<file path="src/hdl/nlm_pkg.sv">
// ----------------------------------------------------------------------------
// nlm_pkg
// Shared types and codes for the neighbor liveness monitor: input and result
// beats, the table entry, the register set and the table control bundle.
// ----------------------------------------------------------------------------
package nlm_pkg;

  // Item modes
  localparam logic [1:0] MODE_LOAD   = 2'd0;
  localparam logic [1:0] MODE_TICK   = 2'd1;
  localparam logic [1:0] MODE_UPDATE = 2'd2;

  // Register indexes (byte address 4*i)
  localparam int unsigned PADDR_W = 4;
  localparam logic [1:0] REG_NBR_COUNT    = 2'd0;
  localparam logic [1:0] REG_TICK_INTERVAL = 2'd1;
  localparam logic [1:0] REG_FAIL_THRESH  = 2'd2;
  localparam logic [1:0] REG_CONV_TIMEOUT = 2'd3;

  typedef struct packed {
    logic [1:0] mode;
    logic [3:0] entry_index;
    logic [7:0] neighbor_id;
    logic       route_changed;
  } in_t;

  typedef struct packed {
    logic        dead_valid;
    logic [7:0]  dead_neighbor;
    logic        converged;
    logic [31:0] elapsed_time;
    logic        last;
  } out_t;

  typedef struct packed {
    logic [7:0]  id;
    logic [15:0] cnt;
    logic        alive;
  } entry_t;

  typedef struct packed {
    logic [4:0]  neighbor_count;
    logic [7:0]  tick_interval;
    logic [15:0] failure_threshold;
    logic [15:0] quiet_limit;
  } cfg_t;

  typedef struct packed {
    logic rd_en;
    logic wr_en;
  } mem_ctl_t;

endpackage

</file>
<file path="src/hdl/nlm_regs.sv">
// ----------------------------------------------------------------------------
// nlm_regs
// APB register file holding the monitor configuration.
// ----------------------------------------------------------------------------
module nlm_regs (
  input  logic                         clk_i,
  input  logic                         rst_ni,
  input  logic                         psel_i,
  input  logic                         penable_i,
  input  logic                         pwrite_i,
  input  logic [nlm_pkg::PADDR_W-1:0]  paddr_i,
  input  logic [31:0]                  pwdata_i,
  output logic [31:0]                  prdata_o,
  output nlm_pkg::cfg_t                cfg_o
);
  import nlm_pkg::*;

  cfg_t       cfg_q;
  logic       wr_en;
  logic [1:0] reg_idx;

  assign reg_idx = paddr_i[3:2];
  assign wr_en   = psel_i && penable_i && pwrite_i;

  always_ff @(posedge clk_i or negedge rst_ni) begin
    if (!rst_ni) begin
      cfg_q.neighbor_count    <= 5'd0;
      cfg_q.tick_interval     <= 8'd1;
      cfg_q.failure_threshold <= 16'd3;
      cfg_q.quiet_limit       <= 16'd30;
    end else if (wr_en) begin
      unique case (reg_idx)
        REG_NBR_COUNT:     cfg_q.neighbor_count    <= pwdata_i[4:0];
        REG_TICK_INTERVAL: cfg_q.tick_interval     <= pwdata_i[7:0];
        REG_FAIL_THRESH:   cfg_q.failure_threshold <= pwdata_i[15:0];
        REG_CONV_TIMEOUT:  cfg_q.quiet_limit       <= pwdata_i[15:0];
        default: ;
      endcase
    end
  end

  always_comb begin
    unique case (reg_idx)
      REG_NBR_COUNT:     prdata_o = 32'(cfg_q.neighbor_count);
      REG_TICK_INTERVAL: prdata_o = 32'(cfg_q.tick_interval);
      REG_FAIL_THRESH:   prdata_o = 32'(cfg_q.failure_threshold);
      REG_CONV_TIMEOUT:  prdata_o = 32'(cfg_q.quiet_limit);
      default:           prdata_o = '0;
    endcase
  end

  assign cfg_o = cfg_q;

endmodule

</file>
<file path="src/hdl/nlm_table.sv">
// ----------------------------------------------------------------------------
// nlm_table
// Neighbor table memory: one write port, one registered read port. Per-entry
// valid bits make an unwritten entry read as counter zero and alive.
// ----------------------------------------------------------------------------
module nlm_table #(
  parameter int unsigned MAX_NEIGHBORS = 16
) (
  input  logic                clk_i,
  input  logic                rst_ni,
  input  nlm_pkg::mem_ctl_t   ctl_i,
  input  logic [((MAX_NEIGHBORS > 1) ? $clog2(MAX_NEIGHBORS) : 1)-1:0] raddr_i,
  input  logic [((MAX_NEIGHBORS > 1) ? $clog2(MAX_NEIGHBORS) : 1)-1:0] waddr_i,
  input  nlm_pkg::entry_t     wdata_i,
  output nlm_pkg::entry_t     rdata_o
);
  import nlm_pkg::*;

  entry_t                   mem [MAX_NEIGHBORS];
  logic [MAX_NEIGHBORS-1:0] valid_q;
  entry_t                   rdata_q;
  logic                     rvalid_q;

  always_ff @(posedge clk_i) begin
    if (ctl_i.wr_en) begin
      mem[waddr_i] <= wdata_i;
    end
    if (ctl_i.rd_en) begin
      rdata_q <= mem[raddr_i];
    end
  end

  always_ff @(posedge clk_i or negedge rst_ni) begin
    if (!rst_ni) begin
      valid_q  <= '0;
      rvalid_q <= 1'b0;
    end else begin
      if (ctl_i.wr_en) begin
        valid_q[waddr_i] <= 1'b1;
      end
      if (ctl_i.rd_en) begin
        rvalid_q <= valid_q[raddr_i];
      end
    end
  end

  // An entry never written reads as its reset value; the id is don't-care.
  always_comb begin
    rdata_o = rdata_q;
    if (!rvalid_q) begin
      rdata_o.cnt   = 16'd0;
      rdata_o.alive = 1'b1;
    end
  end

endmodule

</file>
<file path="src/hdl/nlm_seq.sv">
// ----------------------------------------------------------------------------
// nlm_seq
// Item sequencer: takes load, tick and update beats, walks the neighbor table
// with a read-modify-write pipeline and emits result beats.
// ----------------------------------------------------------------------------
module nlm_seq #(
  parameter int unsigned MAX_NEIGHBORS = 16
) (
  input  logic                clk_i,
  input  logic                rst_ni,
  input  nlm_pkg::cfg_t       cfg_i,
  input  logic                start_i,
  input  nlm_pkg::in_t        item_i,
  output logic                busy_o,
  output nlm_pkg::mem_ctl_t   mem_ctl_o,
  output logic [((MAX_NEIGHBORS > 1) ? $clog2(MAX_NEIGHBORS) : 1)-1:0] raddr_o,
  output logic [((MAX_NEIGHBORS > 1) ? $clog2(MAX_NEIGHBORS) : 1)-1:0] waddr_o,
  output nlm_pkg::entry_t     wdata_o,
  input  nlm_pkg::entry_t     rdata_i,
  output logic                strobe_o,
  output nlm_pkg::out_t       result_o
);
  import nlm_pkg::*;

  localparam int unsigned IDX_W = (MAX_NEIGHBORS > 1) ? $clog2(MAX_NEIGHBORS) : 1;
  localparam int unsigned CNT_W = $clog2(MAX_NEIGHBORS + 1);

  typedef enum logic [1:0] {
    ST_IDLE,
    ST_WALK,
    ST_DRAIN,
    ST_FINISH
  } state_e;

  state_e           state_q;
  logic             op_tick_q;
  logic [7:0]       sid_q;
  logic [IDX_W-1:0] idx_q;
  logic             rd_v_q;
  logic [IDX_W-1:0] rd_idx_q;
  logic             pend_q;
  logic [7:0]       pend_id_q;
  logic [31:0]      elapsed_q;
  logic [15:0]      quiet_q;
  logic             change_q;
  logic             conv_q;
  logic             strobe_q;
  out_t             res_q;

  logic [CNT_W-1:0] n_used;
  logic [CNT_W-1:0] n_last;
  logic [32:0]      el_sum;
  logic [31:0]      el_new;
  logic [16:0]      q_sum;
  logic [15:0]      q_new;
  logic [16:0]      c_sum;
  logic [15:0]      c_tick;
  logic [15:0]      c_upd;
  logic             over;
  logic             dies;
  entry_t           wb_entry;
  logic             load_go;

  // Clamp the entry count to the table depth.
  always_comb begin
    if (32'(cfg_i.neighbor_count) > MAX_NEIGHBORS) begin
      n_used = CNT_W'(MAX_NEIGHBORS);
    end else begin
      n_used = CNT_W'(cfg_i.neighbor_count);
    end
    n_last = n_used - CNT_W'(1);
  end

  // Tick arithmetic on the global timers, all saturating.
  always_comb begin
    el_sum = {1'b0, elapsed_q} + 33'(cfg_i.tick_interval);
    el_new = el_sum[32] ? 32'hFFFF_FFFF : el_sum[31:0];
    q_sum  = {1'b0, quiet_q} + 17'(cfg_i.tick_interval);
    if (change_q) begin
      q_new = 16'd0;
    end else begin
      q_new = q_sum[16] ? 16'hFFFF : q_sum[15:0];
    end
  end

  // Modify stage for the entry returned by the table.
  always_comb begin
    c_sum  = {1'b0, rdata_i.cnt} + 17'(cfg_i.tick_interval);
    c_tick = c_sum[16] ? 16'hFFFF : c_sum[15:0];
    c_upd  = (rdata_i.id == sid_q) ? 16'd0 : rdata_i.cnt;
    over   = c_upd >= cfg_i.failure_threshold;
    dies   = rd_v_q && !op_tick_q && over && rdata_i.alive;
    wb_entry.id = rdata_i.id;
    if (op_tick_q) begin
      wb_entry.cnt   = c_tick;
      wb_entry.alive = rdata_i.alive;
    end else begin
      wb_entry.cnt   = c_upd;
      wb_entry.alive = !over;
    end
  end

  assign load_go = start_i && (state_q == ST_IDLE) && (item_i.mode == MODE_LOAD) &&
                   (32'(item_i.entry_index) < MAX_NEIGHBORS);

  // Loads write while idle; the walk writes each entry back in the cycle after its read.
  always_comb begin
    mem_ctl_o.rd_en = (state_q == ST_WALK);
    raddr_o         = idx_q;
    if (load_go) begin
      mem_ctl_o.wr_en = 1'b1;
      waddr_o         = IDX_W'(item_i.entry_index);
      wdata_o.id      = item_i.neighbor_id;
      wdata_o.cnt     = 16'd0;
      wdata_o.alive   = 1'b1;
    end else begin
      mem_ctl_o.wr_en = rd_v_q;
      waddr_o         = rd_idx_q;
      wdata_o         = wb_entry;
    end
  end

  always_ff @(posedge clk_i or negedge rst_ni) begin
    if (!rst_ni) begin
      state_q   <= ST_IDLE;
      op_tick_q <= 1'b0;
      sid_q     <= 8'd0;
      idx_q     <= '0;
      rd_v_q    <= 1'b0;
      rd_idx_q  <= '0;
      pend_q    <= 1'b0;
      pend_id_q <= 8'd0;
      elapsed_q <= 32'd0;
      quiet_q   <= 16'd0;
      change_q  <= 1'b0;
      conv_q    <= 1'b0;
      strobe_q  <= 1'b0;
      res_q     <= '0;
    end else begin
      strobe_q <= 1'b0;
      rd_v_q   <= 1'b0;

      // A newly dead neighbor pushes out the one held before it.
      if (dies) begin
        change_q  <= 1'b1;
        pend_q    <= 1'b1;
        pend_id_q <= rdata_i.id;
        if (pend_q) begin
          strobe_q <= 1'b1;
          res_q    <= '{dead_valid: 1'b1, dead_neighbor: pend_id_q, converged: 1'b0,
                        elapsed_time: elapsed_q, last: 1'b0};
        end
      end

      unique case (state_q)
        ST_IDLE: begin
          if (start_i) begin
            case (item_i.mode)
              MODE_TICK: begin
                elapsed_q <= el_new;
                quiet_q   <= q_new;
                change_q  <= 1'b0;
                conv_q    <= (q_new == cfg_i.quiet_limit) && (q_new != quiet_q);
                op_tick_q <= 1'b1;
                idx_q     <= '0;
                state_q   <= (n_used == '0) ? ST_FINISH : ST_WALK;
              end
              MODE_UPDATE: begin
                if (item_i.route_changed) begin
                  change_q <= 1'b1;
                end
                op_tick_q <= 1'b0;
                sid_q     <= item_i.neighbor_id;
                idx_q     <= '0;
                state_q   <= (n_used == '0) ? ST_FINISH : ST_WALK;
              end
              default: ;
            endcase
          end
        end
        ST_WALK: begin
          rd_v_q   <= 1'b1;
          rd_idx_q <= idx_q;
          idx_q    <= idx_q + IDX_W'(1);
          if (CNT_W'(idx_q) == n_last) begin
            state_q <= ST_DRAIN;
          end
        end
        ST_DRAIN: begin
          state_q <= ST_FINISH;
        end
        ST_FINISH: begin
          strobe_q <= 1'b1;
          if (op_tick_q) begin
            res_q <= '{dead_valid: 1'b0, dead_neighbor: 8'd0, converged: conv_q,
                       elapsed_time: elapsed_q, last: 1'b1};
          end else if (pend_q) begin
            res_q <= '{dead_valid: 1'b1, dead_neighbor: pend_id_q, converged: 1'b0,
                       elapsed_time: elapsed_q, last: 1'b1};
          end else begin
            res_q <= '{dead_valid: 1'b0, dead_neighbor: 8'd0, converged: 1'b0,
                       elapsed_time: elapsed_q, last: 1'b1};
          end
          pend_q  <= 1'b0;
          state_q <= ST_IDLE;
        end
        default: state_q <= ST_IDLE;
      endcase
    end
  end

  assign busy_o   = (state_q != ST_IDLE);
  assign strobe_o = strobe_q;
  assign result_o = res_q;

`ifndef SYNTHESIS
  a_last_idle: assert property (@(posedge clk_i) disable iff (!rst_ni)
    strobe_q && res_q.last |-> state_q == ST_IDLE)
    else $error("final beat shown while a walk is still running");

  a_dead_no_conv: assert property (@(posedge clk_i) disable iff (!rst_ni)
    strobe_q && res_q.dead_valid |-> !res_q.converged)
    else $error("dead report carries a convergence flag");

  a_rmw_addr: assert property (@(posedge clk_i) disable iff (!rst_ni)
    rd_v_q && state_q == ST_WALK |-> rd_idx_q != idx_q)
    else $error("read and write back hit the same entry");

  a_tick_busy: assert property (@(posedge clk_i) disable iff (!rst_ni)
    start_i && !busy_o && item_i.mode == MODE_TICK |=> busy_o)
    else $error("tick accepted without starting a walk");

  a_idle_clean: assert property (@(posedge clk_i) disable iff (!rst_ni)
    state_q == ST_IDLE |-> !pend_q && !rd_v_q)
    else $error("idle with a dead report or a read still pending");
`endif

endmodule

</file>
<file path="src/hdl/neighbor_liveness_monitor.sv">
// ----------------------------------------------------------------------------
// neighbor_liveness_monitor
// Keepalive timeout monitor over a table of routing neighbors, with an APB
// configuration port and a command-style item interface.
// ----------------------------------------------------------------------------
// A load is written to the table while idle. A tick or update walks the
// entries in use (none: straight to finish), drains and finishes; busy stays
// high until then, and a new item is taken only when idle. Its final result
// beat appears in the cycle busy drops. The walk is a single read-modify-write
// pass over the table memory, one entry per cycle. Results cannot be stalled.
// Reset (async, active low) restores register defaults and marks all entries
// unwritten; no clearing pass is needed.
module neighbor_liveness_monitor #(
  parameter int unsigned MAX_NEIGHBORS = 16
) (
  input  logic                         clk_i,
  input  logic                         rst_ni,
  input  logic                         start,
  output logic                         busy,
  input  nlm_pkg::in_t                 item_i,
  output logic                         strobe_o,
  output nlm_pkg::out_t                result_o,
  input  logic                         psel,
  input  logic                         penable,
  input  logic                         pwrite,
  input  logic [nlm_pkg::PADDR_W-1:0]  paddr,
  input  logic [31:0]                  pwdata,
  output logic [31:0]                  prdata,
  output logic                         pready
);
  import nlm_pkg::*;

  localparam int unsigned IDX_W = (MAX_NEIGHBORS > 1) ? $clog2(MAX_NEIGHBORS) : 1;

  cfg_t             cfg;
  mem_ctl_t         mem_ctl;
  logic [IDX_W-1:0] raddr;
  logic [IDX_W-1:0] waddr;
  entry_t           wdata;
  entry_t           rdata;

  assign pready = 1'b1;

  nlm_regs u_regs (
    .clk_i     (clk_i),
    .rst_ni    (rst_ni),
    .psel_i    (psel),
    .penable_i (penable),
    .pwrite_i  (pwrite),
    .paddr_i   (paddr),
    .pwdata_i  (pwdata),
    .prdata_o  (prdata),
    .cfg_o     (cfg)
  );

  nlm_table #(
    .MAX_NEIGHBORS (MAX_NEIGHBORS)
  ) u_table (
    .clk_i   (clk_i),
    .rst_ni  (rst_ni),
    .ctl_i   (mem_ctl),
    .raddr_i (raddr),
    .waddr_i (waddr),
    .wdata_i (wdata),
    .rdata_o (rdata)
  );

  nlm_seq #(
    .MAX_NEIGHBORS (MAX_NEIGHBORS)
  ) u_seq (
    .clk_i     (clk_i),
    .rst_ni    (rst_ni),
    .cfg_i     (cfg),
    .start_i   (start),
    .item_i    (item_i),
    .busy_o    (busy),
    .mem_ctl_o (mem_ctl),
    .raddr_o   (raddr),
    .waddr_o   (waddr),
    .wdata_o   (wdata),
    .rdata_i   (rdata),
    .strobe_o  (strobe_o),
    .result_o  (result_o)
  );

endmodule

</file>
<file path="config.mk">
export PLATFORM = sky130hd
export DESIGN_NAME = neighbor_liveness_monitor
export DESIGN_NICKNAME = d
export VERILOG_FILES = /design/src/hdl/nlm_pkg.sv /design/src/hdl/nlm_regs.sv /design/src/hdl/nlm_table.sv /design/src/hdl/nlm_seq.sv /design/src/hdl/neighbor_liveness_monitor.sv
export SDC_FILE = /design/constraint.sdc
export NUM_CORES = 1
export LEC_CHECK = 0
export BUFFER_PORTS_ARGS = -buffer_cell sky130_fd_sc_hd__buf_2
export CAP_MARGIN = 10
export CORE_UTILIZATION = 30
export CTS_CLUSTER_DIAMETER = 120
export DETAILED_ROUTE_END_ITERATION = 10
export GPL_ROUTABILITY_DRIVEN = 0
export PLACE_DENSITY = 0.46
export RECOVER_POWER = 25
export SYNTH_ARGS = -nofsm -noshare
export SYNTH_HDL_FRONTEND = slang
export SYNTH_HIERARCHICAL = 1
export SYNTH_SLANG_ARGS = --single-unit
</file>
<file path="constraint.sdc">
create_clock -name clk_i -period 12.5 [get_ports clk_i]
set_clock_uncertainty 0.1 [all_clocks]
set_input_delay 0 -clock clk_i [delete_from_list [all_inputs] [get_ports clk_i]]
set_output_delay 0 -clock clk_i [all_outputs]
set_load 0.02 [all_outputs]
</file>
Yosys cells after proc, flatten, opt, wreduce, memory -nomap -nowiden
Memory sizes are Yosys's and may differ from the RTL's. A register that Yosys moved wholly into a read port is not among the register bits.
Index checks and enable logic that the tools add are counted.
{"block": "totals", "reg_bits": 185, "ramBits": 400, "inputBits": 57, "output_inout_bits": 78, "elab_cells": 125, "memories": 1}
{"memory": "u_table.mem", "words": 16, "width": 25, "read_ports": 1, "rd_clocked_by_memory_dff": 1, "write_ports": 1, "line_no": "nlm_table.sv:19", "source": "entry_t mem [MAX_NEIGHBORS];"}
{"block": "op_classes", "n_addsub": 5, "magnitude_cmp": 5, "n_eq_ne": 15, "n_mux": 43, "n_bitwise": 1, "reduce_logical": 31}
{"cell": "$mux 43", "n": 5}
{"cell": "$pmux 32 s4", "n": 1}
{"cell": "$mux 16", "n": 4}
{"cell": "$add 16x8->17", "n": 2}
{"cell": "$mux 17", "n": 2}
{"cell": "$add 32x8->33", "n": 1}
{"cell": "$mux 32", "n": 1}
{"cell": "$mux 25", "n": 1}
{"cell": "$eq 16x16->1", "n": 1}
{"cell": "$ge 16x16->1", "n": 1}
{"cell": "$ne 16x16->1", "n": 1}
{"cell": "$or 16x16->16", "n": 1}
{"cell": "$mux 1", "n": 15}
{"cell": "$reduce_and 3->1", "n": 5}
{"cell": "$mux 4", "n": 3}
{"cell": "$eq 2x2->1 const B", "n": 5}
{"cell": "$lt 4x5->1 const B", "n": 2}
{"cell": "$reduce_and 2->1", "n": 5}
{"cell": "$reduce_bool 2->1", "n": 5}
{"cell": "$logic_and 1x1->1", "n": 9}
{"cell": "$eq 8x8->1", "n": 1}
{"cell": "$mux 2", "n": 4}
{"cell": "$pmux 2 s4", "n": 1}
{"cell": "$pmux 4 s2", "n": 1}
{"cell": "other kinds (16)", "n": 23}

Longest topological paths before layout
{"block": "logic_depth", "ltp_word": 10, "ltp_mapped": 16, "depth_no_buf": 13}

Modules after synthesis
The synthesis kept the hierarchy.
{"mod": "nlm_table", "instances": 1, "cells_per_inst": 670, "area_each_um2": 16698.5, "seq_area_each_um2": 13187.6}
{"mod": "nlm_seq", "instances": 1, "cells_per_inst": 929, "area_each_um2": 8578.2, "seq_area_each_um2": 3078.0}
{"mod": "nlm_regs", "instances": 1, "cells_per_inst": 147, "area_each_um2": 2242.2, "seq_area_each_um2": 1134.8}
{"mod": "neighbor_liveness_monitor", "instances": 1, "cells_per_inst": 2, "area_each_um2": 11.3, "seq_area_each_um2": 0.0}

Least setup slack after synthesis
No wires, ideal clock.
{"block": "synth_path", "kind": "flip-flop to flip-flop", "from": "register u_seq.state_q[1]", "to": "memory u_table/mem[0][0] (netlist name), enable pin", "setup_ns": 0.440, "t_arrival_ns": 3.763, "t_required_ns": 11.960, "setup_slack_ns": 8.197, "stages_incl_launch_ff": 8, "n_path_buf": 1, "synth_period_minus_slack_ns": 4.303, "cell_sequence": "dfrtp_1 > inv_1 > ha_1 > nand3_1 > clkbuf_1 > mux2_2 > or3b_2 > nor3_1"}
{"block": "synth_via", "word_cells_on_any_way": 7, "classes_between": "mux (4); reduce/logical (3)"}
{"item": "from (decl)", "line_no": "nlm_seq.sv:35", "source": "state_e state_q;"}
{"item": "from (signal assigned)", "line_no": "nlm_seq.sv:166", "source": "state_q <= (n_used == '0) ? ST_FINISH : ST_WALK;"}
{"item": "from (signal assigned)", "line_no": "nlm_seq.sv:175", "source": "state_q <= (n_used == '0) ? ST_FINISH : ST_WALK;"}
{"item": "$logic_not 2->1", "line_no": "nlm_seq.sv:103", "source": "assign load_go = start_i && (state_q == ST_IDLE) && (item_i.mode == MODE_LOAD) &&"}
{"item": "$logic_and 1x1->1 (2 in series)", "line_no": "nlm_seq.sv:103"}
{"item": "$mux 4", "line_no": "nlm_seq.sv:110", "source": "if (load_go) begin"}
{"item": "via waddr[3]", "line_no": "neighbor_liveness_monitor.sv:38", "source": "logic [IDX_W-1:0] waddr;"}
{"item": "to (decl)", "line_no": "nlm_table.sv:19"}
The timed path passes the listed nets, and every way through them passes these cells.

Final worst setup path
{"block": "layout_path", "from": "register u_table/rdata_o[23] (netlist name)", "to": "register u_seq.change_q"}
{"block": "layout_via", "elab_chain_len": 10}
{"item": "$eq 8x8->1 *", "line_no": "nlm_seq.sv:90", "source": "c_upd = (rdata_i.id == sid_q) ? 16'd0 : rdata_i.cnt;"}
{"item": "$mux 16 *", "line_no": "nlm_seq.sv:90"}
{"item": "$ge 16x16->1 *", "line_no": "nlm_seq.sv:91", "source": "over = c_upd >= cfg_i.failure_threshold;"}
{"item": "$logic_and 1x1->1 * (2 in series)", "line_no": "nlm_seq.sv:92", "source": "dies = rd_v_q && !op_tick_q && over && rdata_i.alive;"}
{"item": "$mux 1 *", "line_no": "nlm_seq.sv:144", "source": "if (dies) begin"}
{"item": "$mux 1", "line_no": "nlm_seq.sv:169", "source": "if (item_i.route_changed) begin"}
{"item": "$pmux 1 s2", "line_no": "nlm_seq.sv:158", "source": "case (item_i.mode)"}
{"item": "$mux 1", "line_no": "nlm_seq.sv:157", "source": "if (start_i) begin"}
{"item": "$mux 1 *", "line_no": "nlm_seq.sv:155", "source": "unique case (state_q)"}
{"item": "to (signal assigned)", "line_no": "nlm_seq.sv:145", "source": "change_q <= 1'b1;"}
{"item": "to (signal assigned)", "line_no": "nlm_seq.sv:162", "source": "change_q <= 1'b0;"}
{"item": "to (signal assigned)", "line_no": "nlm_seq.sv:170", "source": "change_q <= 1'b1;"}
{"item": "to (decl)", "line_no": "nlm_seq.sv:45", "source": "logic change_q;"}
Mark *: on every way between the ends. The rest lies on a longest branch, timed or not.
A chain may end at the register's enable or synchronous reset.

==> metrics.txt <==
max-cap violations 4; RSZ-0062 raised after global routing no; die area between 90000 and 100000 um^2; final hold slack 82.1 ps; Final setup viols 0; FF+latch count, synth 610; top post-synthesis cells by area edfxtp_1, dfrtp_1, mux4_2, mux2_2, ha_1; max frequency 0.198 GHz; drt pass-1 iters 5; Reg2Reg Depth 15; total of fill cells in the finished design 8626; Antenna diodes 0; Crit. End Element flip-flop; final slew viol count approximately 190; Hold WC Path Type input pin to flip-flop; crit-path max FO 15; Mapped Cells 1748; vias in the first global route 16580; final net count around 2000; Worst-Skew Late Latency 600 ps; Die W 305 um; sequential area share after synthesis 0.632; Worst Path Class, Setup flip-flop to flip-flop; Mapped Area 27500 um^2; io pins 135; Leak 11.5 nW; H-tree depth 3; clk root buf clkbuf_16; worst-case vdd ir drop roughly 0.12 mV; crit path DAT 5440 ps; first-pass GRT wire length 108000 um; Num Clock Sinks 610; syn avg cell area 15.7 um^2; r2r endpoint u_seq/change_q; family with the most delay on the worst path simple AND/OR/NAND/NOR gates; R2R setup slack 7450 ps; failing checks max-capacitance violations, max-slew violations; post-synth cell types 99; Die Height 305 um; final instance area 31900 um^2; RR Startpoint u_table/rdata_o[23]; total number of yosys warnings 6; leading area contributor after synthesis edfxtp_1; setup bufs post-CTS 0; Setup TNS 0 ps; crit path from u_table/rdata_o[23]; CP max-delay cell a31oi_1; gr ovfl total 0; Worst Path Required between 10000 and 15000 ps; row count between 100 and 150; run status finished with violations; Final Hold Fails 0; Placed Area slightly below 30000 um^2; CTS tree built; Initial Utilization 0.304; CP dominant cell by count a21o_1; PwrDens 233 nW/um^2; Post-synth EDFFs 425; core area roughly 90000 um^2; Worst-path clk slew roughly 60 ps; Crit path depth 15; Syn-to-layout area delta 15.9%; FFs w/ async S/R, synth 0.303; HPWL Detailed 44100 um; drt wl/cell 22.8 um; DRC viols 0; Synth top area share 0.464; final WL roughly 72000 um; Max stage delay on crit path 610 ps; met1 Use GR 0.200; crit-path cells xor2_1 -> nor4_1 -> buf_4 -> nand2_1 -> and2_1 -> ha_1 -> a21o_1 -> a21o_1 -> a21o_1 -> nand2_1 -> o21ai_0 -> a31oi_1 -> nor2_1 -> o22a_1 -> dlygate4sd3_1; Global Route met3 Usage 0.0243; Period minus WS final 5050 ps; total track usage 0.155; layout cell share with drive strength beyond 1 0.246; crit path buf inv count 2; Worst setup SP type flip-flop; Post-synth top cells edfxtp_1, dfrtp_1, mux4_2; Worst Tran Pin Value 3760 ps; most instantiated library cell after synthesis edfxtp_1; Port Buffer Count just under 100; CTS max path bufs 3; Routed Antenna Nets 0; Critical Path End u_seq/change_q; Rel. slew slack -1.51; period utilisation layout 0.404; vias 15821; grt met2 use 0.263; cts bufs inserted 69; Iteration-0 DRC Markers roughly 970; initial antenna violation count 2; largest net degree at the start of global routing 63; busiest grt layer met2; Main synth FF type edfxtp_1; Via-to-Cell Ratio 5.04
-- state kept, by name, indices dropped and copies added (netlist names) --
| name | flops |
|---|---|
| u_table/mem | 400 |
| u_regs/cfg_o | 45 |
| u_seq/result_o | 43 |
| u_seq/elapsed_q | 32 |
| u_table/rdata_q | 17 |
| u_seq/quiet_q | 16 |
| u_table/valid_q | 16 |
| u_seq/pend_id_q | 8 |
| u_seq/sid_q | 8 |
| u_table/rdata_o | 8 |
| u_seq/raddr_o | 4 |
| u_seq/rd_idx_q | 4 |
| u_seq/state_q | 2 |
| u_seq/change_q | 1 |
| u_seq/conv_q | 1 |
| u_seq/op_tick_q | 1 |
| u_seq/pend_q | 1 |
| u_seq/rd_v_q | 1 |
| u_seq/strobe_o | 1 |
| u_table/rvalid_q | 1 |
-- final cells by class --
| type | instances | area, um^2 | area share |
|---|---|---|---|
| Clock inverter | 25 | 269 | 0.00843 |
| Timing Repair Buffer | 182 | 1120 | 0.0352 |
| Inverter | 60 | 225 | 0.00706 |
| Sequential cell | 610 | 17400 | 0.546 |
| Tap cell | 1176 | 1470 | 0.0461 |
| Clock buffer | 99 | 2030 | 0.0636 |
| Multi-Input combinational cell | 988 | 9390 | 0.294 |
-- how the worst min path moves through the flow --
stage                     from            endpoint  slack, ps  cells past startpoint
floorplan               rst_ni     u_regs/cfg_o[0]       -400                      0
finish              item_i[13]  u_seq/elapsed_q[7]         80                      6
CTS                       psel    u_regs/cfg_o[38]         50                      4
global placement        rst_ni    u_seq/quiet_q[6]        -30                      1
global route         item_i[2]      u_seq/sid_q[1]         90                      3
detailed placement      rst_ni    u_seq/quiet_q[6]        -30                      1
-- tightest hold or removal path: stages --
cell	delay [ps]
buf_2	100
ha_1	150
nand3_1	70
buf_4	250
nand2_1	120
nand2_1	40
-- placed cells by master, fill, tap and decap left out, drive strengths merged, types with 26 or more instances in the layout --
cell type and count:
mux2 122, dlygate4sd3 37, ha 50, o21ai 58, inv 62, dfrtp 178, nand3 33, and2 36
clkbuf 166, edfxtp 425, buf 78, nand2 89, a21oi 62, xnor2 26, mux4 134, nor2 54
-- logic make-up after synthesis --
group | after synthesis | synth area share
fa+ha+maj | 53 | 0.0249
flops | 610 | 0.632
simple gates | 348 | 0.0674
buf+inv | 165 | 0.0315
mux | 270 | 0.166
other cells | 2 | 0.000273
compound gates | 249 | 0.0617
xor+xnor | 51 | 0.0162
-- power by group --
group	total (W)	switching [W]	internal [W]
clock network	0.00206	0.000821	0.00124
registers	0.00305	0.000257	0.00280
logic	0.00234	0.00134	0.00100
-- per-stage QoR --
step | worst slack [ps] | utilization | power, W | std cells
after floorplan | 8200 | - | 0.00469 | 1763
after global placement | 7130 | 0.324 | 0.00538 | 2968
after detailed placement | 7050 | 0.324 | 0.00543 | 2968
after CTS | 6620 | 0.354 | 0.00754 | 3130
after global routing | 6980 | 0.353 | 0.00786 | 3140
final | 7450 | 0.353 | 0.00745 | 3140
-- repair_timing --
item,in CTS,in global routing
resized for setup,0,0
hold buffers,38,0
endpoints found under the hold margin,270,0
-- per-layer routing --
layer | vias up | routed length [um]
met5 | - | 11
met4 | 2 | 2220
met3 | 122 | 2820
met2 | 356 | 35400
met1 | 8245 | 31100
li1 | 7096 | -
(Power assumes the default switching activity.)
